`src/hdl/mcaru_pkg.sv`:
```
`timescale 1ns / 1ps
package mcaru_pkg;

  localparam int Blocks = 4096;
  localparam int BlkW = $clog2(Blocks);

  localparam logic [6:0] OpWr16    = 7'd8;
  localparam logic [6:0] OpPwr16   = 7'd24;
  localparam logic [6:0] OpRd16    = 7'd48;
  localparam logic [6:0] Op2Add8   = 7'd18;
  localparam logic [6:0] OpP2Add8  = 7'd34;
  localparam logic [6:0] OpAdd16   = 7'd19;
  localparam logic [6:0] OpPAdd16  = 7'd35;
  localparam logic [6:0] Op2Adds8r = 7'd82;
  localparam logic [6:0] OpAdds16r = 7'd83;
  localparam logic [6:0] OpInc8    = 7'd80;
  localparam logic [6:0] OpPInc8   = 7'd84;
  localparam logic [6:0] OpXor16   = 7'd64;
  localparam logic [6:0] OpOr16    = 7'd65;
  localparam logic [6:0] OpNor16   = 7'd66;
  localparam logic [6:0] OpAnd16   = 7'd67;
  localparam logic [6:0] OpNand16  = 7'd68;
  localparam logic [6:0] OpCasGt8  = 7'd96;
  localparam logic [6:0] OpCasLt8  = 7'd97;
  localparam logic [6:0] OpCasGt16 = 7'd98;
  localparam logic [6:0] OpCasLt16 = 7'd99;
  localparam logic [6:0] OpCasEq8  = 7'd100;
  localparam logic [6:0] OpCasZ16  = 7'd101;
  localparam logic [6:0] OpEq8     = 7'd105;
  localparam logic [6:0] OpEq16    = 7'd104;
  localparam logic [6:0] OpBwr     = 7'd17;
  localparam logic [6:0] OpPBwr    = 7'd33;
  localparam logic [6:0] OpBwr8r   = 7'd81;
  localparam logic [6:0] OpSwap16  = 7'd106;
  localparam logic [6:0] OpMdRd    = 7'd40;
  localparam logic [6:0] OpMdWr    = 7'd16;

  localparam logic [1:0] StOk     = 2'd0;
  localparam logic [1:0] StBadCmd = 2'd1;
  localparam logic [1:0] StBadAdr = 2'd2;
  localparam logic [1:0] StBadMod = 2'd3;

  localparam logic [1:0] KdRead = 2'd0;
  localparam logic [1:0] KdWrite = 2'd1;
  localparam logic [1:0] KdMode = 2'd2;

  localparam logic CfgCubeId = 1'b0;
  localparam logic CfgMaxBlk = 1'b1;

  // classified request handed from front to back
  typedef struct packed {
    logic          mem;     // needs the block store
    logic          posted;
    logic [6:0]    op;
    logic [BlkW-1:0] blk;
    logic [63:0]   d0;
    logic [63:0]   d1;
    logic [63:0]   rl;      // immediate result for non-memory items
    logic [1:0]    st;
    logic [1:0]    fl;
    logic [1:0]    kd;
  } req_t;

  typedef struct packed {
    logic [63:0] rl;
    logic [63:0] rh;
    logic        af;
    logic [1:0]  st;
    logic [1:0]  fl;
    logic [1:0]  kd;
  } rsp_t;

endpackage

```
`src/hdl/mcaru_front.sv`:
```
`timescale 1ns / 1ps
module mcaru_front (
  input  logic                clk_i,
  input  logic                rst_ni,
  input  logic                cfg_we_i,
  input  logic                cfg_idx_i,
  input  logic [8:0]          cfg_data_i,
  input  logic [6:0]          op_i,
  input  logic [33:0]         addr_i,
  input  logic [63:0]         d0_i,
  input  logic [63:0]         d1_i,
  output mcaru_pkg::req_t     req_o
);
  import mcaru_pkg::*;

  logic [2:0] cube_id_q;
  logic [8:0] max_blk_q;
  logic       blk_ok;
  logic       cls_mem;
  logic       cls_posted;
  logic [1:0] cls_fl;
  logic [1:0] cls_kd;
  logic [1:0] cls_st;
  logic [63:0] cls_rl;
  logic [21:0] mreg;

  // hold configuration registers
  always_ff @(posedge clk_i or negedge rst_ni) begin
    if (!rst_ni) begin
      cube_id_q <= 3'd0;
      max_blk_q <= 9'd128;
    end else if (cfg_we_i) begin
      if (cfg_idx_i == CfgCubeId) cube_id_q <= cfg_data_i[2:0];
      else                        max_blk_q <= cfg_data_i;
    end
  end

  assign blk_ok = (addr_i[33:4] < 30'(Blocks));
  assign mreg   = addr_i[21:0];

  // classify the command
  always_comb begin
    cls_mem = 1'b0;
    cls_posted = 1'b0;
    cls_fl = 2'd0;
    cls_kd = KdRead;
    cls_st = StOk;
    cls_rl = '0;
    case (op_i)
      OpPwr16, OpP2Add8, OpPAdd16, OpPInc8, OpPBwr: begin
        cls_mem = 1'b1; cls_posted = 1'b1; cls_kd = KdWrite;
      end
      OpWr16, Op2Add8, OpAdd16, OpInc8, OpEq8, OpEq16, OpBwr: begin
        cls_mem = 1'b1; cls_fl = 2'd1; cls_kd = KdWrite;
      end
      OpRd16, Op2Adds8r, OpAdds16r, OpXor16, OpOr16, OpNor16, OpAnd16, OpNand16,
      OpCasGt8, OpCasLt8, OpCasGt16, OpCasLt16, OpCasEq8, OpCasZ16, OpBwr8r,
      OpSwap16: begin
        cls_mem = 1'b1; cls_fl = 2'd2; cls_kd = KdRead;
      end
      OpMdRd: begin
        if (mreg == 22'd0) begin
          cls_rl = {61'd0, cube_id_q}; cls_fl = 2'd2; cls_kd = KdMode;
        end else if (mreg == 22'd1) begin
          cls_rl = {55'd0, max_blk_q}; cls_fl = 2'd2; cls_kd = KdMode;
        end else begin
          cls_st = StBadMod;
        end
      end
      OpMdWr:  cls_st = StBadMod;
      default: cls_st = StBadCmd;
    endcase
    // out-of-range block turns a memory request into an error
    if (cls_mem && !blk_ok) begin
      cls_mem = 1'b0; cls_posted = 1'b0; cls_st = StBadAdr;
      cls_fl = 2'd0; cls_kd = KdRead;
    end
  end

  always_comb begin
    req_o.mem    = cls_mem;
    req_o.posted = cls_posted;
    req_o.op     = op_i;
    req_o.blk    = addr_i[BlkW+3:4];
    req_o.d0     = d0_i;
    req_o.d1     = d1_i;
    req_o.rl     = cls_rl;
    req_o.st     = cls_st;
    req_o.fl     = cls_fl;
    req_o.kd     = cls_kd;
  end

endmodule

```
`config.mk`:
```
export PLATFORM = sky130hd
export DESIGN_NAME = mcaru_front
export DESIGN_NICKNAME = d
export VERILOG_FILES = /design/src/hdl/mcaru_pkg.sv /design/src/hdl/mcaru_front.sv
export SDC_FILE = /design/constraint.sdc
export NUM_CORES = 1
export LEC_CHECK = 0
export ABC_CLOCK_PERIOD_IN_PS = 1900
export BUFFER_PORTS_ARGS = -buffer_cell sky130_fd_sc_hd__buf_2
export CORE_AREA = 2 2 157 159
export DETAILED_ROUTE_END_ITERATION = 12
export DIE_AREA = 0 0 159 161
export HOLD_SLACK_MARGIN = 0.05
export RECOVER_POWER = 50
export SKIP_LAST_GASP = 1
export SYNTH_ARGS = -nofsm -noshare
export SYNTH_HDL_FRONTEND = slang
export SYNTH_SLANG_ARGS = --single-unit
export TNS_END_PERCENT = 20
```
`constraint.sdc`:
```
create_clock -name clk_i -period 1.9 [get_ports clk_i]
set_input_delay 0.19 -clock clk_i [delete_from_list [all_inputs] [get_ports clk_i]]
set_output_delay 0.19 -clock clk_i [all_outputs]
set_load 0.02 [all_outputs]
```
==> results of run 1 <==
==> synth_stat cells (2+ instances only) <==
master	number
mux2_2	12
dfrtp_1	11
buf_4	205
buf_6	2
mux2i_1	3
nor4b_1	2
buf_2	2
nand2_1	5
nor2b_1	2
nor3_1	2
and3_1	8
inv_1	2
o21a_1	2
nand4b_1	2
nor4_1	7
nor2_1	9
==> flip-flops by register name, summed over array words and instances, names as in the netlist <==
signal     cells
max_blk_q      9
cube_id_q      3
==> metal layers <==
metal  global-route usage, %  wire length (um)  vias up
li1                        -                 -      640
met1                    4.69              2260      641
met2                    8.10              3550      182
met3                    4.93              1610       62
met4                    3.68               486        2
met5                    1.33                41        -
==> power by group through the flow <==
stage,clock [mW],combinational (mW),sequential [mW]
after CTS,0.434,0.387,0.315
after detailed placement,0,0.369,0.318
after floorplan,0,0.743,0.311
after global placement,0,0.366,0.318
after global routing,0.442,0.426,0.319
final,0.426,0.394,0.315
==> cells by family after synthesis <==
logic type	share of synthesized area (%)
buffers and inverters	63.8
and+or+nand+nor	12.4
muxes	6.60
AOI/OAI and AO/OA	5.00
DFF	12.1
other	0.150
==> what timing repair did <==
action | in CTS | in global routing
hold buffers | 1 | 0
setup endpoints to repair | 15 | 16
resized for setup | 20 | 11
setup buffers | 3 | 1
pin swaps | 2 | 1
hold endpoints to repair | 11 | 0
==> worst max path at each step <==
stage / start / slack [ps] / end / cells after the start
floorplan: op_i[1] / 80 / req_o[10] / 7
CTS: op_i[4] / -110 / req_o[4] / 8
finish: op_i[0] / -30 / req_o[14] / 7
global route: op_i[0] / -100 / req_o[9] / 7
global placement: op_i[0] / -320 / req_o[14] / 7
detailed placement: op_i[0] / -340 / req_o[14] / 7
==> through the flow <==
| step | setup slack (ps) | util (%) | TNS [ps] |
|---|---|---|---|
| after global routing | -104 | 9.84 | -819 |
| after floorplan | 81.5 | - | 0 |
| after global placement | -318 | 8.78 | -3560 |
| after detailed placement | -339 | 8.78 | -3750 |
| final | -27.1 | 9.84 | -80.4 |
| after CTS | -109 | 9.61 | -557 |
==> layout make-up <==
cell class                 instances  area [um^2]
fill                            2806        21600
multi-input combinational        130          867
inverter                           3         16.3
tap                              324          405
sequential                        12          302
timing repair buffer             111          678
clock buffer                       4         88.8
==> metrics, run 1 <==
status=finished, violations left; failing checks=setup timing; Mapped Cells=between 300 and 400; full die area=0.0256 mm^2; Cell Area, Synth=0.00250 mm^2; Hold WS=about 180 ps; Final Hold Fails=0; Worst setup EP type=output pin; gr ovfl total=0; max-slew violation count=0; hold_sp=cfg_data_i[5]; Clock transition at path regs=around 40 ps; Final GP Congestion=just under 0.7; Clock Root Buffer=clkbuf_16; Critical Path AT=1740 ps; Logic pwr share=34.7%; Sequential Power Share=27.8%; final wirelength=7.95 mm; Initial Util=between 10% and 20%; H-tree Lvls=1; slowest CP cell=or4_4; total power=roughly 1.1 mW; peak supply drop=0.510 mV; Final period util=101%; CTS Buffer Depth=2; DR vias/cell=2.61; Max Freq=519 MHz; TritonRoute pass-1 iters=4; Final #Nets=443; layout cells sized above 1=a little under three fifths; # DRC=0; most common cell after layout, fill and taps aside=buf_2; clock share of power=roughly 38%; Net Sw Power=0.368 mW; top_reg_cell synth=dfrtp_1; CTS sink cnt=12; first-pass GRT wire length=10.2 mm; worst r2r path cells=1; WL/cell=roughly 14 um; WS Path Type=primary input to output pin; EDFF count, synth=0; Synth area leader=buf_4; CTS tree=yes; Initial DRC Count=21; Worst R2R End=max_blk_q[8]; sw frac=between 30% and 40%; Int Power=0.766 mW; post-layout min period=1930 ps; Crit path largest cell delay=510 ps; final non-filler cell total=just under 600; Pleak=~1.1 nW; number of global-route vias before repair=roughly 1,500; most frequent cells in the layout=80 x buf_2, 55 x conb_1, 22 x buf_4; post-route ant nets=0; FP Rows=57; critical path buffer and inverter count=3; post-route cell area=0.00236 mm^2; core area=0.0240 mm^2; post-synth top area share=61.5%; final worst slack=-27.1 ps; Synth Register Bits=12; placed cell count=575; crit-path cells=buf_12 -> nor4_4 -> nand3_2 -> or4_4 -> clkinv_4 -> and3_1 -> buf_2; RSZ-0062 raised after global routing=true; Max Cap Violations=0; critical path's top delay family=simple AND/OR/NAND/NOR gates; WHS Path Cells=2; maximum number of pins on one net before global-route repair=13; FF-to-FF Start=max_blk_q[8]; register area share after synthesis=12.0%; Die Span X=159 um; post-synthesis async set-or-reset flop share=100%; total CTS buffers=3; Worst Path Max Fanout=8; Worst-Skew Late Latency=240 ps; I/O Pins=~400; HPWL Detailed=6.74 mm; R2R setup slack=1140 ps; global-route usage over all layers=5.45%; initial antenna violation count=0; Hold Crit Class=primary input to flip-flop; Unique masters post-synth=42; P&R area growth vs syn=-5.80%; vias after detailed routing=roughly 1,500; ANT cells=0; Placed Instance Area=0.00210 mm^2; synth warn=0; syn_area_per_cell=8.29 um^2; Synth area leaders=buf_4 62%, dfrtp_1 11%, mux2_2 5.4%; Buffers on Ports=89; Worst setup SP type=primary input; clock skew=0 ps; power density over the cells=just under 500 mW/mm^2; die span in y=161 um; hold path endpoint=max_blk_q[5]; Worst EP required=1710 ps; final setup violation count=7
(Power assumes the default switching activity.)
==> inputs of run 2 (changes only) <==
- PLACE_DENSITY: unset -> 0.47
- RECOVER_POWER: 50 -> unset
==> run 2 against run 1 <==
Against the previous run: the run still ends with setup timing left; non-clock buffer count rose by 1; sequential share of layout area rose by 0.24 points; register-to-register slack barely moved; clock skew did not move; total power fell by 0.74%; sequential power barely moved; global-route usage rose by 0.087 points; wire length fell by 0.83%; hold slack improved by 5.3 ps; critical endpoint is now req_o[5]; worst setup slack got worse by 24 ps; core utilization fell by 0.18 points; highest routed layer is now met4; critical path type unchanged.
==> metrics, run 2 (synthesis results as in run 1) <==
status=finished, violations left; failing checks=setup timing; CTS Buffer Depth=2 (unchanged); TritonRoute pass-1 iters=3 (-1); die span in y=161 um (unchanged); Max Freq=513 MHz (-1.2%); utilization after layout=9.65% (-0.18 points); Placed Instance Area=0.00213 mm^2 (+1.1%); number of global-route vias before repair=1,530 (+3.1%); Max Cap Violations=0 (unchanged); GR Util met2=8.00% (-0.099 points); slowest CP cell=or3b_4; Most Crowded Layer GR=met2; Die Span X=159 um (unchanged); Largest register FFs=9 (unchanged); met3 Usage GRT=4.75% (-0.18 points); max-slew violation count=0 (unchanged); critical path's top delay family=compound AO/OA/AOI/OAI gates; FP Rows=57 (unchanged); DR vias/cell=2.62 (+0.35%); # DRC=0 (unchanged); final wirelength=7.88 mm (-0.83%); Worst-Skew Late Latency=230 ps (about the same); H-tree Lvls=1 (unchanged); Reg with most FFs=max_blk_q; global-route usage over all layers=5.54% (+0.087 points); Critical Path AT=1760 ps (+20 ps); post-route ant nets=0 (unchanged); Final GP Congestion=0.690 (-0.33%); WS Path Type=primary input to output pin; CTS tree=yes; final setup TNS=-160 ps (-79.7 ps); ANT cells=0 (unchanged); vias after detailed routing=1,535 (+0.52%); first-pass GRT wire length=10.5 mm (+2.6%); Clock transition at path regs=40 ps (about the same); crit-path cells=buf_6 -> or3b_4 -> a2111oi_4 -> nor3_4 -> o211a_1 -> o221ai_2 -> buf_4; post-route cell area=0.00231 mm^2 (-1.9%); Worst setup EP type=output pin; Final period util=103% (+1.3 points); most frequent cells in the layout=82 x buf_2, 55 x conb_1, 24 x buf_4; clock skew=0 ps (unchanged); power density over the cells=487 mW/mm^2 (+1.1%); Initial Util=10.4% (unchanged); most common cell after layout, fill and taps aside=buf_2; total CTS buffers=3 (unchanged); RSZ-0062 raised after global routing=true; Final Hold Fails=0 (unchanged); full die area=0.0256 mm^2 (unchanged); registers with the most flip-flops=max_blk_q (9), cube_id_q (3); I/O Pins=401 (unchanged); Worst setup SP type=primary input; Worst Path Max Fanout=4 (-4); post-layout min period=1950 ps (+23.8 ps); WL/cell=13.5 um (-1.0%); P&R area growth vs syn=-7.55%; Pleak=1.07 nW (+0.19%); total power=1.13 mW (-0.74%); maximum number of pins on one net before global-route repair=13 (unchanged); gr ovfl total=0 (unchanged); Crit path largest cell delay=400 ps (-110 ps); Buffers on Ports=89 (unchanged); met1 Track Usage GR=5.23% (+0.55 points); Hold Crit Class=primary input to flip-flop; Worst EP required=1710 ps (about the same); initial antenna violation count=0 (unchanged); CTS sink cnt=12 (unchanged); HPWL Detailed=6.93 mm (+2.9%); core area=0.0240 mm^2 (unchanged); peak supply drop=0.831 mV (+63%); Initial DRC Count=28 (+33%); critical path buffer and inverter count=2 (-1); layout cells sized above 1=54.4% (-1.4 points); Clock Root Buffer=clkbuf_16; final setup violation count=7 (unchanged); Final #Nets=444 (+0.23%); Hold WS=186 ps (+5.34 ps); final worst slack=-50.9 ps (-23.8 ps)
run 2: cell count changes in the layout (fill, tap and decap cells not counted), sizes merged:
| cell | previous run | this run |
|---|---|---|
| buf | 110 | 111 |
run 2: per-layer routing:
layer  vias up  part of all wire, %
met1       650                   31
li1        645                    -
met2       184                   43
met4         0                  6.1
met5         -                    0
met3        56                   19
run 2: final cells by class:
cell class | count | area (um^2)
multi-input combinational | 130 | 841
timing repair buffer | 112 | 661
fill | 2822 | 21600
tap | 324 | 405
inverter | 3 | 16.3
sequential | 12 | 302
clock buffer | 4 | 88.8
run 2: what timing repair did:
action	4_1_cts	5_1_grt
buffers inserted	2	0
resized for setup	14	7
hold buffers	1	0
pin swaps	1	1
setup endpoints to repair	15	13
endpoints found under the hold margin	11	0
run 2: report_power, final:
| group | leakage [nW] | total (mW) | switching [mW] | internal, mW |
|---|---|---|---|---|
| logic | 0.890 | 0.390 | 0.239 | 0.151 |
| clock network | 0.0442 | 0.421 | 0.104 | 0.317 |
| registers | 0.140 | 0.314 | 0.0177 | 0.297 |
run 2: path summary, 6_finish.rpt:
| path | startpoint | end | slack (ps) | cells past startpoint |
|---|---|---|---|---|
| max reg2reg | max_blk_q[6] | max_blk_q[6] | 1130 | 1 |
| max | op_i[6] | req_o[5] | -50 | 7 |
| min in group asynchronous | rst_ni | max_blk_q[0] | 370 | 2 |
| min | cfg_data_i[7] | max_blk_q[7] | 190 | 2 |
| min reg2reg | max_blk_q[5] | max_blk_q[5] | 500 | 1 |
| max in group asynchronous | rst_ni | max_blk_q[7] | 1260 | 2 |
run 2: stage by stage:
| stage | worst slack (ps) | std cells |
|---|---|---|
| 3_5_place_dp | -351 | 578 |
| 5_1_grt | -143 | 585 |
| 3_3_place_gp | -329 | 578 |
| 6_report | -50.9 | 585 |
| 2_1_floorplan | 81.5 | 356 |
| 4_1_cts | -131 | 585 |
