--- src/hdl/mcaru_pkg.sv ---
`timescale 1ns / 1ps
package mcaru_pkg;

  localparam int Blocks = 4096;
  localparam int BlkW = $clog2(Blocks);

  localparam logic [6:0] OpWr16    = 7'd8;
  localparam logic [6:0] OpPwr16   = 7'd24;
  localparam logic [6:0] OpRd16    = 7'd48;
  localparam logic [6:0] Op2Add8   = 7'd18;
  localparam logic [6:0] OpP2Add8  = 7'd34;
  localparam logic [6:0] OpAdd16   = 7'd19;
  localparam logic [6:0] OpPAdd16  = 7'd35;
  localparam logic [6:0] Op2Adds8r = 7'd82;
  localparam logic [6:0] OpAdds16r = 7'd83;
  localparam logic [6:0] OpInc8    = 7'd80;
  localparam logic [6:0] OpPInc8   = 7'd84;
  localparam logic [6:0] OpXor16   = 7'd64;
  localparam logic [6:0] OpOr16    = 7'd65;
  localparam logic [6:0] OpNor16   = 7'd66;
  localparam logic [6:0] OpAnd16   = 7'd67;
  localparam logic [6:0] OpNand16  = 7'd68;
  localparam logic [6:0] OpCasGt8  = 7'd96;
  localparam logic [6:0] OpCasLt8  = 7'd97;
  localparam logic [6:0] OpCasGt16 = 7'd98;
  localparam logic [6:0] OpCasLt16 = 7'd99;
  localparam logic [6:0] OpCasEq8  = 7'd100;
  localparam logic [6:0] OpCasZ16  = 7'd101;
  localparam logic [6:0] OpEq8     = 7'd105;
  localparam logic [6:0] OpEq16    = 7'd104;
  localparam logic [6:0] OpBwr     = 7'd17;
  localparam logic [6:0] OpPBwr    = 7'd33;
  localparam logic [6:0] OpBwr8r   = 7'd81;
  localparam logic [6:0] OpSwap16  = 7'd106;
  localparam logic [6:0] OpMdRd    = 7'd40;
  localparam logic [6:0] OpMdWr    = 7'd16;

  localparam logic [1:0] StOk     = 2'd0;
  localparam logic [1:0] StBadCmd = 2'd1;
  localparam logic [1:0] StBadAdr = 2'd2;
  localparam logic [1:0] StBadMod = 2'd3;

  localparam logic [1:0] KdRead = 2'd0;
  localparam logic [1:0] KdWrite = 2'd1;
  localparam logic [1:0] KdMode = 2'd2;

  localparam logic CfgCubeId = 1'b0;
  localparam logic CfgMaxBlk = 1'b1;

  // classified request handed from front to back
  typedef struct packed {
    logic          mem;     // needs the block store
    logic          posted;
    logic [6:0]    op;
    logic [BlkW-1:0] blk;
    logic [63:0]   d0;
    logic [63:0]   d1;
    logic [63:0]   rl;      // immediate result for non-memory items
    logic [1:0]    st;
    logic [1:0]    fl;
    logic [1:0]    kd;
  } req_t;

  typedef struct packed {
    logic [63:0] rl;
    logic [63:0] rh;
    logic        af;
    logic [1:0]  st;
    logic [1:0]  fl;
    logic [1:0]  kd;
  } rsp_t;

endpackage

--- src/hdl/mcaru_fifo.sv ---
`timescale 1ns / 1ps
module mcaru_fifo (
  input  logic             clk_i,
  input  logic             rst_ni,
  input  logic             in_valid_i,
  output logic             in_ready_o,
  input  mcaru_pkg::req_t  in_i,
  output logic             out_valid_o,
  input  logic             out_ready_i,
  output mcaru_pkg::req_t  out_o
);
  import mcaru_pkg::*;

  req_t       slot_q [2];
  logic       wp_q, rp_q;
  logic [1:0] cnt_q;
  logic       push, pop;

  assign in_ready_o  = (cnt_q != 2'd2);
  assign out_valid_o = (cnt_q != 2'd0);
  assign out_o       = slot_q[rp_q];
  assign push = in_valid_i && in_ready_o;
  assign pop  = out_valid_o && out_ready_i;

  // advance pointers and count
  always_ff @(posedge clk_i or negedge rst_ni) begin
    if (!rst_ni) begin
      wp_q <= 1'b0; rp_q <= 1'b0; cnt_q <= 2'd0;
    end else begin
      if (push) wp_q <= ~wp_q;
      if (pop)  rp_q <= ~rp_q;
      cnt_q <= cnt_q + {1'b0, push} - {1'b0, pop};
    end
  end

  always_ff @(posedge clk_i) begin
    if (push) slot_q[wp_q] <= in_i;
  end

endmodule

--- config.mk ---
export PLATFORM = sky130hd
export DESIGN_NAME = mcaru_fifo
export DESIGN_NICKNAME = d
export VERILOG_FILES = /design/src/hdl/mcaru_pkg.sv /design/src/hdl/mcaru_fifo.sv
export SDC_FILE = /design/constraint.sdc
export NUM_CORES = 1
export LEC_CHECK = 0
export ABC_CLOCK_PERIOD_IN_PS = 19250
export BUFFER_PORTS_ARGS = -buffer_cell sky130_fd_sc_hd__buf_2
export CAP_MARGIN = 25
export CORE_ASPECT_RATIO = 2
export CORE_MARGIN = 2
export CORE_UTILIZATION = 35
export CTS_BUF_LIST = sky130_fd_sc_hd__clkbuf_4
export CTS_CLUSTER_DIAMETER = 30
export DETAILED_ROUTE_END_ITERATION = 16
export GPL_TIMING_DRIVEN = 0
export PLACE_DENSITY = 0.56
export SETUP_SLACK_MARGIN = 0.2
export SYNTH_ARGS = -nofsm -noshare
export SYNTH_HDL_FRONTEND = slang
export SYNTH_SLANG_ARGS = --single-unit
--- constraint.sdc ---
create_clock -name clk_i -period 19.25 [get_ports clk_i]
set_input_delay 3.85 -clock clk_i [delete_from_list [all_inputs] [get_ports clk_i]]
set_output_delay 3.85 -clock clk_i [all_outputs]
set_load 0.02 [all_outputs]
==> run summary, run 1 <==
OUTCOME
---------------------------------------------------------------------------------
Run status                                                           complete, no violations

TIMING
---------------------------------------------------------------------------------
Peak clock frequency supported by timing                                  165 MHz
Fraction of the cycle the final worst path needs                            31.5%
Accumulated negative setup slack                                             0 ps
Final setup violation count                                                     0
Setup repair after global routing missed its margin                            no
Relative slew margins                                                       46.2%
Final worst path period need                                              6050 ps
Maximum clock skew at final layout                                        28.3 ps
Final count of hold timing violations                                           0
Final number of max-transition violations                                       0
Transition time at the pin with the least slew margin                      807 ps

FLOORPLANNING
---------------------------------------------------------------------------------
Horizontal die dimension                                                   156 um
Initial core utilization                                                    35.3%
Standard-cell row count                                                       111
Std-Cell Core Area                                                    0.0456 mm^2
Die area                                                              0.0478 mm^2
Boundary Pins                                                                 444
Die boundary height                                                        307 um

DETAILED ROUTING
---------------------------------------------------------------------------------
Count of TritonRoute iterations in the first routing pass                       5
Violation count after the first detailed-route iteration                      356
Per-cell routed wire length                                               18.9 um
Post-detailed-route count of antenna-violating nets                             0
Drc violations                                                                  0
Total Routed Length                                                     35,900 um
Detailed-route via count                                                    8,680
Ratio of routed vias to standard cells                                       4.58

POWER AND IR DROP
---------------------------------------------------------------------------------
Part of the total power dissipated in the clock network                     22.5%
Tot Pwr                                                                   3.24 mW
Static Leakage                                                            7.74 nW
Switching Fraction                                                          33.7%
Share of power burned in registers                                          41.8%
VDD IR-drop max                                                           75.3 uV
Power per cell area                                                   158 mW/mm^2
Cell internal power dissipation                                           2.15 mW
Part of the power in combinational logic                                    35.7%
Power spent charging and discharging nets                                 1.09 mW

GLOBAL ROUTE
---------------------------------------------------------------------------------
GRT Residual Overflow                                                           0
Global-route total usage across every layer                                 14.5%
Maximum number of pins on one net before global-route repair                   66
Number of antenna violations at the first check in global routing              12
Via count of the first global-routing pass                                  9,465
Wire length of the first global-routing pass                            52,300 um

PLACE
---------------------------------------------------------------------------------
Number of buffer cells added on primary ports                                 443
HPWL after detailed placement                                           25,600 um
Gp weighted congestion                                                      0.725
Post-Place Cell Area                                                  0.0192 mm^2

SYNTH
---------------------------------------------------------------------------------
Share of the yosys chip area belonging to registers                         82.5%
Post-synthesis net count                                                      923
Share of cell area taken by muxes after synthesis                           15.3%
Mean Syn Cell Area                                                      23.0 um^2
Complex-gate fraction of the synthesized area                                  0%
Share of Yosys cell area claimed by the top area cell type                  81.8%
Yosys warning count                                                             0
Share of the synthesized netlist area taken by xor and xnor gates          0.218%
Largest family of logic cells by synthesized area                    multiplexers
Gate count after technology mapping                                           698
Number of library cell types mapped by synthesis                               15
Flops & latches, synth                                                        442
Simple-Gate Fraction of Synth Area                                         0.202%
Post-synthesis cell type with the largest combined area              sky130_fd_sc_hd__edfxtp_1
Top cells by area in the synthesized netlist                         sky130_fd_sc_hd__edfxtp_1 82%, sky130_fd_sc_hd__mux2_2 15%, sky130_fd_sc_hd__buf_6 1.5%, sky130_fd_sc_hd__dfrtp_1 0.62%, sky130_fd_sc_hd__xnor2_1 0.16%
Post-synthesis instance area                                          0.0161 mm^2
Adder and majority cell fraction of the synthesized area                   0.156%

SETUP PATH
---------------------------------------------------------------------------------
Beginning of the critical path                                               rp_q
Crit path capture type                                               primary output
Worst-case register-to-register setup slack                             16,710 ps
Count of cells along the worst register-to-register path                        7
Critical path required time                                             15,400 ps
Crit path max fanout                                                           10
Sort of element at the start of the critical path                        register
CP Class                                                             register to primary output
Crit path arrival time                                                    2200 ps
Endpoint of the worst register-to-register path                      slot_q[0][98]
Launch instance of the worst register-to-register path                   cnt_q[1]

CLOCK TREE
---------------------------------------------------------------------------------
Clock tree from TritonCTS                                                     yes
Register clock-pin slew on the reported worst setup and hold paths          70 ps
Clock sink total                                                              442
Inserted Clock Buffers                                                         97
H-tree Lvls                                                                     3
Clk_lat worst skew                                                         780 ps
Clk Tree Root Cell                                                   sky130_fd_sc_hd__clkbuf_4
Post-cts gate resize count                                                      0
Count of buffers added by post-CTS timing repair for setup                      0
Post-CTS Hold Buffers                                                           0
Maximum root-to-sink buffer count                                               3

LAYOUT
---------------------------------------------------------------------------------
Synthesis-to-finish area growth                                             27.8%
Register cell area after layout                                       0.0133 mm^2
Ratio of cells with drive above 1 in the final layout                       63.2%
Multi-input logic area                                               0.00257 mm^2
Utilization after layout                                                    45.1%
Final Instance Area                                                   0.0205 mm^2
Layout net count                                                            1,475
Filler Cells Inserted                                                       4,089

MIN PATH
---------------------------------------------------------------------------------
Hold path cells                                                                 1
Class of the worst hold path                                         register to register
Hold path startpoint                                                     cnt_q[0]
Hold endpoint                                                            cnt_q[0]

FLOW RUN
---------------------------------------------------------------------------------
Max Cap Viol                                                                    0

-- layout by cell type, fill, tap and decap left out, types with 2 or more instances in the layout --
cell | synthesis | layout
sky130_fd_sc_hd__buf_2 | 2 | 445
sky130_fd_sc_hd__edfxtp_1 | 438 | 438
sky130_fd_sc_hd__mux2_2 | 219 | 219
sky130_fd_sc_hd__clkbuf_4 | 0 | 123
sky130_fd_sc_hd__clkinv_1 | 0 | 35
sky130_fd_sc_hd__buf_6 | 22 | 22
sky130_fd_sc_hd__buf_12 | 0 | 7
sky130_fd_sc_hd__diode_2 | 0 | 6
sky130_fd_sc_hd__bufinv_16 | 0 | 6
sky130_fd_sc_hd__clkinv_2 | 0 | 5
sky130_fd_sc_hd__dfrtp_1 | 4 | 4
sky130_fd_sc_hd__xnor2_1 | 3 | 3
sky130_fd_sc_hd__inv_2 | 0 | 3
sky130_fd_sc_hd__buf_16 | 0 | 3
sky130_fd_sc_hd__ha_1 | 2 | 2
sky130_fd_sc_hd__clkinvlp_4 | 0 | 2
-- sequential cells by signal, summed over array words and instances, names as in the netlist --
name    count
slot_q    438
cnt_q       2
rp_q        1
wp_q        1
-- logic make-up (layout without fill, tap and decap cells) --
group / Yosys count / in the layout
fa+ha+maj: 2 / 2
other cells: 0 / 6
buf+inv: 25 / 652
flops: 442 / 442
simple gates: 6 / 6
xor+xnor: 4 / 4
mux: 219 / 219
-- layout make-up --
cell class / instances / area share (%)
Sequential cell: 442 / 64.5
Clock buffer: 123 / 4.50
Tap cell: 565 / 3.44
Clock inverter: 51 / 1.77
Multi-Input combinational cell: 231 / 12.5
Timing Repair Buffer: 453 / 11.9
Antenna cell: 6 / 0.0731
Buffer: 24 / 1.26
Inverter: 1 / 0.0183
-- cell usage after synthesis (all sizes together) --
library cell,number
nand2,1
dfrtp,4
nand2b,1
edfxtp,438
mux2,219
nor2,1
buf,24
or2,1
and2,1
inv,1
xnor2,3
and3,1
ha,2
xor2,1
-- power groups by stage --
stage               Sequential [mW]  Combinational, mW  Clock (mW)
detailed placement             1.38               1.18           0
finish                         1.35               1.16       0.729
global route                   1.37               1.23       0.810
CTS                            1.36               1.18       0.762
floorplan                      1.44              0.756           0
global placement               1.49               1.13           0
-- how the worst max path moves through the flow --
stage / to / slack (ps) / cells past startpoint
final: out_o[207] / 13200 / 4
after global routing: out_o[207] / 12990 / 4
after CTS: out_o[207] / 13000 / 4
after detailed placement: slot_q[0][132] / 13250 / 7
after global placement: slot_q[0][146] / 400 / 3
after floorplan: slot_q[0][0] / 5420 / 2
-- stage by stage --
step / std cells / setup slack, ps / hold slack, ps
finish: 1896 / 13200 / 552
global route: 1894 / 12990 / 581
CTS: 1890 / 13000 / 565
detailed placement: 1716 / 13250 / 548
global placement: 1706 / 402 / 479
floorplan: 698 / 5420 / 461
-- critical path, stage by stage (launching register included) --
cell and delay (ps):
sky130_fd_sc_hd__dfrtp_1 420, sky130_fd_sc_hd__buf_6 250, sky130_fd_sc_hd__buf_6 200, sky130_fd_sc_hd__mux2_2 390, sky130_fd_sc_hd__buf_2 180
-- per-layer routing --
metal	GRT usage [%]	part of all wire, %	wire length (um)
met1	14.9	36	12900
met3	8.50	14	4930
met4	5.59	2.1	768
met5	0	0.35	127
met2	24.1	48	17200
Note: power is estimated with default switching activity, not from simulation.
==> inputs of run 2 (changes only) <==
- ABC_CLOCK_PERIOD_IN_PS: 19250 -> 6300
- clock period: 19.25 -> 6.3 ns (I/O delays scaled with it)
==> run 2 against run 1 <==
  * Global-route usage about the same
  * Register-to-register slack got worse by 13000 ps
  * Sequential power increased to 3.1 times the previous value
  * Die area unchanged
  * Clock power increased to 2.9 times the previous value
  * Utilization decreased by 0.16 points
  * First-iteration DRC count decreased by 27%
  * Final area decreased by 0.35%
  * Worst setup slack got worse by 10000 ps
  * Combinational power increased to 3.1 times the previous value
==> run summary, run 2 (same netlist as run 1, synthesis figures left out) <==
GLOBAL ROUTE
-----------------------------------------------------------------------------------
GRT Residual Overflow                                                             0
Via count of the first global-routing pass                                    9,362
Maximum number of pins on one net before global-route repair                     60
Number of antenna violations at the first check in global routing                13
Global-route total usage across every layer                                   14.5%
Wire length of the first global-routing pass                              52,300 um

SETUP PATH
-----------------------------------------------------------------------------------
Crit path capture type                                                 primary output
Critical path required time                                                 5040 ps
Count of cells along the worst register-to-register path                          5
Launch instance of the worst register-to-register path                     cnt_q[1]
CP Class                                                               register to primary output
Crit path arrival time                                                      2210 ps
Crit path max fanout                                                             10
Beginning of the critical path                                                 rp_q
Sort of element at the start of the critical path                          register
Worst-case register-to-register setup slack                                 4040 ps
Endpoint of the worst register-to-register path                        slot_q[0][80]

DETAILED ROUTING
-----------------------------------------------------------------------------------
Drc violations                                                                    0
Post-detailed-route count of antenna-violating nets                               0
Per-cell routed wire length                                                 19.0 um
Violation count after the first detailed-route iteration                        260
Count of TritonRoute iterations in the first routing pass                         4
Total Routed Length                                                       35,900 um
Ratio of routed vias to standard cells                                         4.57
Detailed-route via count                                                      8,637

CLOCK TREE
-----------------------------------------------------------------------------------
Inserted Clock Buffers                                                           95
Count of buffers added by post-CTS timing repair for setup                        0
Clk Tree Root Cell                                                     sky130_fd_sc_hd__clkbuf_4
H-tree Lvls                                                                       3
Clock sink total                                                                442
Post-cts gate resize count                                                        0
Register clock-pin slew on the reported worst setup and hold paths            70 ps
Clk_lat worst skew                                                           780 ps
Clock tree from TritonCTS                                                       yes
Maximum root-to-sink buffer count                                                 3
Post-CTS Hold Buffers                                                             0

LAYOUT
-----------------------------------------------------------------------------------
Ratio of cells with drive above 1 in the final layout                         64.4%
Biggest register                                                             slot_q
Layout net count                                                              1,473
Count of placed standard cells in the final layout, fillers left out          1,892
Max FFs per register                                                            438
Most common library cell in the layout ignoring fill and taps          sky130_fd_sc_hd__buf_2
Multi-input logic area                                                 0.00257 mm^2
Synthesis-to-finish area growth                                               27.3%
Filler Cells Inserted                                                         4,052
Commonest non-fill, non-tap cells in the layout                        445 x sky130_fd_sc_hd__buf_2, 438 x sky130_fd_sc_hd__edfxtp_1, 219 x sky130_fd_sc_hd__mux2_2, 137 x sky130_fd_sc_hd__clkbuf_4, 22 x sky130_fd_sc_hd__buf_6
Registers with the most flip-flops                                     slot_q: 438 flops, cnt_q: 2 flops
Register cell area after layout                                         0.0133 mm^2
Final Instance Area                                                     0.0205 mm^2

TIMING
-----------------------------------------------------------------------------------
Final Worst Setup Slack                                                     2830 ps
Final count of hold timing violations                                             0
Tightest hold margin                                                         275 ps
Maximum clock skew at final layout                                          67.2 ps
Peak clock frequency supported by timing                                    289 MHz
Final setup violation count                                                       0
Final number of max-transition violations                                         0
Setup repair after global routing missed its margin                              no
Transition time at the pin with the least slew margin                        893 ps
Relative slew margins                                                         40.3%
Final worst path period need                                                3470 ps
Fraction of the cycle the final worst path needs                              55.0%

PLACE
-----------------------------------------------------------------------------------
Worst slack at placement                                                    3200 ps
Post-Place Cell Area                                                    0.0192 mm^2
Gp weighted congestion                                                        0.743
Number of buffer cells added on primary ports                                   443
HPWL after detailed placement                                             25,600 um
Number of cells after detailed placement                                      1,716

OUTCOME
-----------------------------------------------------------------------------------
Run status                                                             complete, no violations

FLOORPLANNING
-----------------------------------------------------------------------------------
Initial core utilization                                                      35.3%
Horizontal die dimension                                                     156 um
Die boundary height                                                          307 um
Boundary Pins                                                                   444
Std-Cell Core Area                                                      0.0456 mm^2
Die area                                                                0.0478 mm^2
Standard-cell row count                                                         111

POWER AND IR DROP
-----------------------------------------------------------------------------------
Power per cell area                                                     478 mW/mm^2
VDD IR-drop max                                                              258 uV
Static Leakage                                                              7.73 nW

MIN PATH
-----------------------------------------------------------------------------------
Class of the worst hold path                                           input port to async pin

FLOW RUN
-----------------------------------------------------------------------------------
Max Cap Viol                                                                      0

-- run 2: changes by cell type in the layout (fill, tap and decap cells not counted), sizes merged --
cell,change
bufinv,-4
clkbuf,+14
clkinv,-14
clkinvlp,-2
diode,+2
-- run 2: final cells by class --
| class | count | area share (%) |
|---|---|---|
| inverter | 1 | 0.0183 |
| multi-input combinational | 231 | 12.6 |
| antenna | 8 | 0.0978 |
| clock buffer | 137 | 5.03 |
| buffer | 24 | 1.26 |
| clock inverter | 31 | 0.881 |
| timing repair buffer | 453 | 11.9 |
| sequential | 442 | 64.8 |
| tap | 565 | 3.46 |
-- run 2: metal layers --
layer	part of all wire (%)	track usage, %	up-vias
li1	-	-	3961
met1	37	15.4	4110
met2	47	23.5	474
met3	14	8.53	74
met4	2.2	5.82	18
met5	0.32	0	-
-- run 2: worst max-delay path, stage by stage, from the launching register on --
cell	delay [ps]
sky130_fd_sc_hd__dfrtp_1	410
sky130_fd_sc_hd__buf_6	260
sky130_fd_sc_hd__buf_6	210
sky130_fd_sc_hd__mux2_2	390
sky130_fd_sc_hd__buf_2	170
-- run 2: where the power goes --
part / leakage [nW] / internal [mW] / switching, mW
combinational: 2.88 / 1.38 / 2.15
clock: 0.733 / 1.08 / 1.03
sequential: 4.11 / 4.01 / 0.130
-- run 2: worst max path at each step --
stage / to / slack [ps] / depth (start not counted)
floorplan: slot_q[0][0] / 1230 / 2
global placement: slot_q[0][88] / -600 / 3
detailed placement: slot_q[0][104] / 3200 / 5
CTS: out_o[24] / 2670 / 4
global route: out_o[155] / 2670 / 4
finish: out_o[24] / 2830 / 4
-- run 2: per-stage QoR --
| stage | utilization (%) | total power [mW] | setup TNS (ps) |
|---|---|---|---|
| after CTS | 44.9 | 9.97 | 0 |
| after global routing | 44.9 | 10.3 | 0 |
| final | 44.9 | 9.79 | 0 |
| after floorplan | - | 6.56 | 0 |
| after detailed placement | 42.2 | 7.81 | 0 |
| after global placement | 41.7 | 7.78 | -128030 |
==> inputs of run 3 (changes only) <==
- ABC_CLOCK_PERIOD_IN_PS: 6300 -> 3000
- PLACE_DENSITY: 0.56 -> 0.58
- clock period: 6.3 -> 3 ns (I/O delays scaled with it)
==> run 3 against run 2 <==
  * Critical path depth up 1
  * Sequential power up 110%
  * Register-to-register slack worse by 3400 ps
  * Power up 130%
  * Combinational power rose to 2.7 times the previous value
  * Sequential share of layout area down 9.2 points
  * Via count up 11%
  * Routed wire length up 13%
  * Count of clock-buffer cells in the layout down 6
==> run summary, run 3 (same netlist as run 1, synthesis figures left out) <==
OUTCOME
---------------------------------------------------------------------------------
Run status                                                           complete, no violations

MIN PATH
---------------------------------------------------------------------------------
Class of the worst hold path                                         input port to register

POWER AND IR DROP
---------------------------------------------------------------------------------
Power per cell area                                                   960 mW/mm^2
Tot Pwr                                                                   22.9 mW
Static Leakage                                                            9.26 nW
VDD IR-drop max                                                            603 uV

CLOCK TREE
---------------------------------------------------------------------------------
Clk_lat worst skew                                                         750 ps
Inserted Clock Buffers                                                         96
Register clock-pin slew on the reported worst setup and hold paths          70 ps
Maximum root-to-sink buffer count                                               3
Clock tree from TritonCTS                                                     yes
Clock sink total                                                              442
H-tree Lvls                                                                     3
Clk Tree Root Cell                                                   sky130_fd_sc_hd__clkbuf_4

SETUP PATH
---------------------------------------------------------------------------------
Crit path max fanout                                                           10
Beginning of the critical path                                               rp_q
Endpoint of the worst register-to-register path                      slot_q[0][197]
Critical path endpoint                                                 out_o[208]
Sort of element at the start of the critical path                        register
Worst-case register-to-register setup slack                                650 ps
Crit path arrival time                                                    2160 ps
Critical path required time                                               2400 ps
CP Class                                                             register to primary output
Launch instance of the worst register-to-register path                   cnt_q[1]
Crit path capture type                                               primary output
Count of cells along the worst register-to-register path                        6

LAYOUT
---------------------------------------------------------------------------------
Synthesis-to-finish area growth                                             48.5%
Multi-input logic area                                               0.00278 mm^2
Most common library cell in the layout ignoring fill and taps        sky130_fd_sc_hd__edfxtp_1
Layout net count                                                            1,706
Max FFs per register                                                          438
Filler Cells Inserted                                                       3,676
Register cell area after layout                                       0.0133 mm^2
Ratio of cells with drive above 1 in the final layout                       55.4%
Final Instance Area                                                   0.0239 mm^2
Biggest register                                                           slot_q
Registers with the most flip-flops                                   slot_q: 438 flops, cnt_q: 2 flops
Commonest non-fill, non-tap cells in the layout                      438 x sky130_fd_sc_hd__edfxtp_1, 376 x sky130_fd_sc_hd__buf_2, 219 x sky130_fd_sc_hd__dlygate4sd3_1, 169 x sky130_fd_sc_hd__mux2_2, 132 x sky130_fd_sc_hd__clkbuf_4

FLOORPLANNING
---------------------------------------------------------------------------------
Boundary Pins                                                                 444
Std-Cell Core Area                                                    0.0456 mm^2
Die area                                                              0.0478 mm^2
Standard-cell row count                                                       111
Horizontal die dimension                                                   156 um
Die boundary height                                                        307 um
Initial core utilization                                                    35.3%

GLOBAL ROUTE
---------------------------------------------------------------------------------
Number of antenna violations at the first check in global routing               9
Met3 track demand over resource in global routing                           7.29%
Global-route met2 utilization                                               26.7%
GRT Residual Overflow                                                           0
Maximum number of pins on one net before global-route repair                   67
Wire length of the first global-routing pass                            57,300 um
Most heavily used metal layer in global routing                              met2
Global-route total usage across every layer                                 15.8%
Via count of the first global-routing pass                                 10,600
Global-route track usage on met1                                            17.2%

PLACE
---------------------------------------------------------------------------------
Post-Place Cell Area                                                  0.0193 mm^2
HPWL after detailed placement                                           25,700 um
Number of buffer cells added on primary ports                                 443
Gp weighted congestion                                                      0.757

TIMING
---------------------------------------------------------------------------------
Tightest hold margin                                                       105 ps
Peak clock frequency supported by timing                                  362 MHz
Setup repair after global routing missed its margin                           yes
Final worst path period need                                              2760 ps
Final setup violation count                                                     0
Final count of hold timing violations                                           0
Maximum clock skew at final layout                                        25.7 ps
Relative slew margins                                                       43.4%
Final number of max-transition violations                                       0
Accumulated negative setup slack                                             0 ps
Transition time at the pin with the least slew margin                      847 ps
Fraction of the cycle the final worst path needs                            92.0%

DETAILED ROUTING
---------------------------------------------------------------------------------
Violation count after the first detailed-route iteration                      338
Total Routed Length                                                     40,500 um
Count of TritonRoute iterations in the first routing pass                       4
Detailed-route via count                                                    9,597
Drc violations                                                                  0
Post-detailed-route count of antenna-violating nets                             0
Ratio of routed vias to standard cells                                       4.52
Per-cell routed wire length                                               19.1 um

FLOW RUN
---------------------------------------------------------------------------------
Max Cap Viol                                                                    0

-- run 3: cell types whose count changed in the layout (fill, tap and decap cells not counted), moves of 5 or more --
| cell | before | now |
|---|---|---|
| sky130_fd_sc_hd__buf_12 | 7 | 30 |
| sky130_fd_sc_hd__buf_2 | 445 | 376 |
| sky130_fd_sc_hd__buf_4 | 0 | 8 |
| sky130_fd_sc_hd__buf_6 | 22 | 60 |
| sky130_fd_sc_hd__clkbuf_16 | 0 | 8 |
| sky130_fd_sc_hd__clkbuf_4 | 137 | 132 |
| sky130_fd_sc_hd__clkinv_1 | 17 | 24 |
| sky130_fd_sc_hd__dlygate4sd3_1 | 0 | 219 |
| sky130_fd_sc_hd__mux2_2 | 219 | 169 |
| sky130_fd_sc_hd__mux2_4 | 0 | 50 |
-- run 3: metal layers --
layer | part of all wire (%) | vias up | wire (um)
met5 | 0.23 | - | 94
met4 | 1.8 | 14 | 736
met3 | 11 | 68 | 4280
met2 | 49 | 489 | 19900
met1 | 38 | 4596 | 15500
li1 | - | 4430 | -
-- run 3: timing repair --
item | 4_1_cts | 5_1_grt
pin swaps | 0 | 0
hold buffers | 219 | 0
buffers inserted | 1 | 1
setup endpoints to repair | 200 | 162
gates cloned | 2 | 8
gates resized for setup | 55 | 185
endpoints found under the hold margin | 440 | 0
-- run 3: worst min path at each step --
stage | depth (start not counted) | startpoint | endpoint
2_1_floorplan | 0 | rst_ni | cnt_q[0]
3_3_place_gp | 1 | rst_ni | rp_q
3_5_place_dp | 1 | rst_ni | rp_q
4_1_cts | 1 | in_i[69] | slot_q[1][69]
5_1_grt | 1 | in_i[69] | slot_q[0][69]
6_report | 1 | in_i[69] | slot_q[1][69]
-- run 3: critical path: stages, from the launching register on --
cell,delay (ps)
sky130_fd_sc_hd__dfrtp_2,410
sky130_fd_sc_hd__buf_12,140
sky130_fd_sc_hd__clkbuf_16,180
sky130_fd_sc_hd__buf_12,140
sky130_fd_sc_hd__mux2_2,360
sky130_fd_sc_hd__buf_4,170
-- run 3: cell type report --
type	count	share of cell area, %
Sequential cell	442	55.5
Inverter	1	0.0157
Tap cell	565	2.96
Timing Repair Buffer	685	22.4
Antenna cell	4	0.0419
Clock buffer	131	4.12
Clock inverter	39	1.32
Multi-Input combinational cell	231	11.7
Buffer	24	1.90
-- run 3: metrics by stage --
step / worst slack (ps) / cells / utilization [%]
floorplan: -1300 / 698 / -
global placement: -3120 / 1706 / 41.8
detailed placement: 421 / 1717 / 42.3
CTS: 90.2 / 2109 / 50.6
global route: 97.7 / 2122 / 52.4
finish: 241 / 2122 / 52.4
-- run 3: report_power, final --
part	total, mW	leakage [nW]	switching [mW]	internal (mW)
Sequential	8.73	4.11	0.309	8.42
Clock	4.74	0.758	2.19	2.55
Combinational	9.43	4.39	5.01	4.42
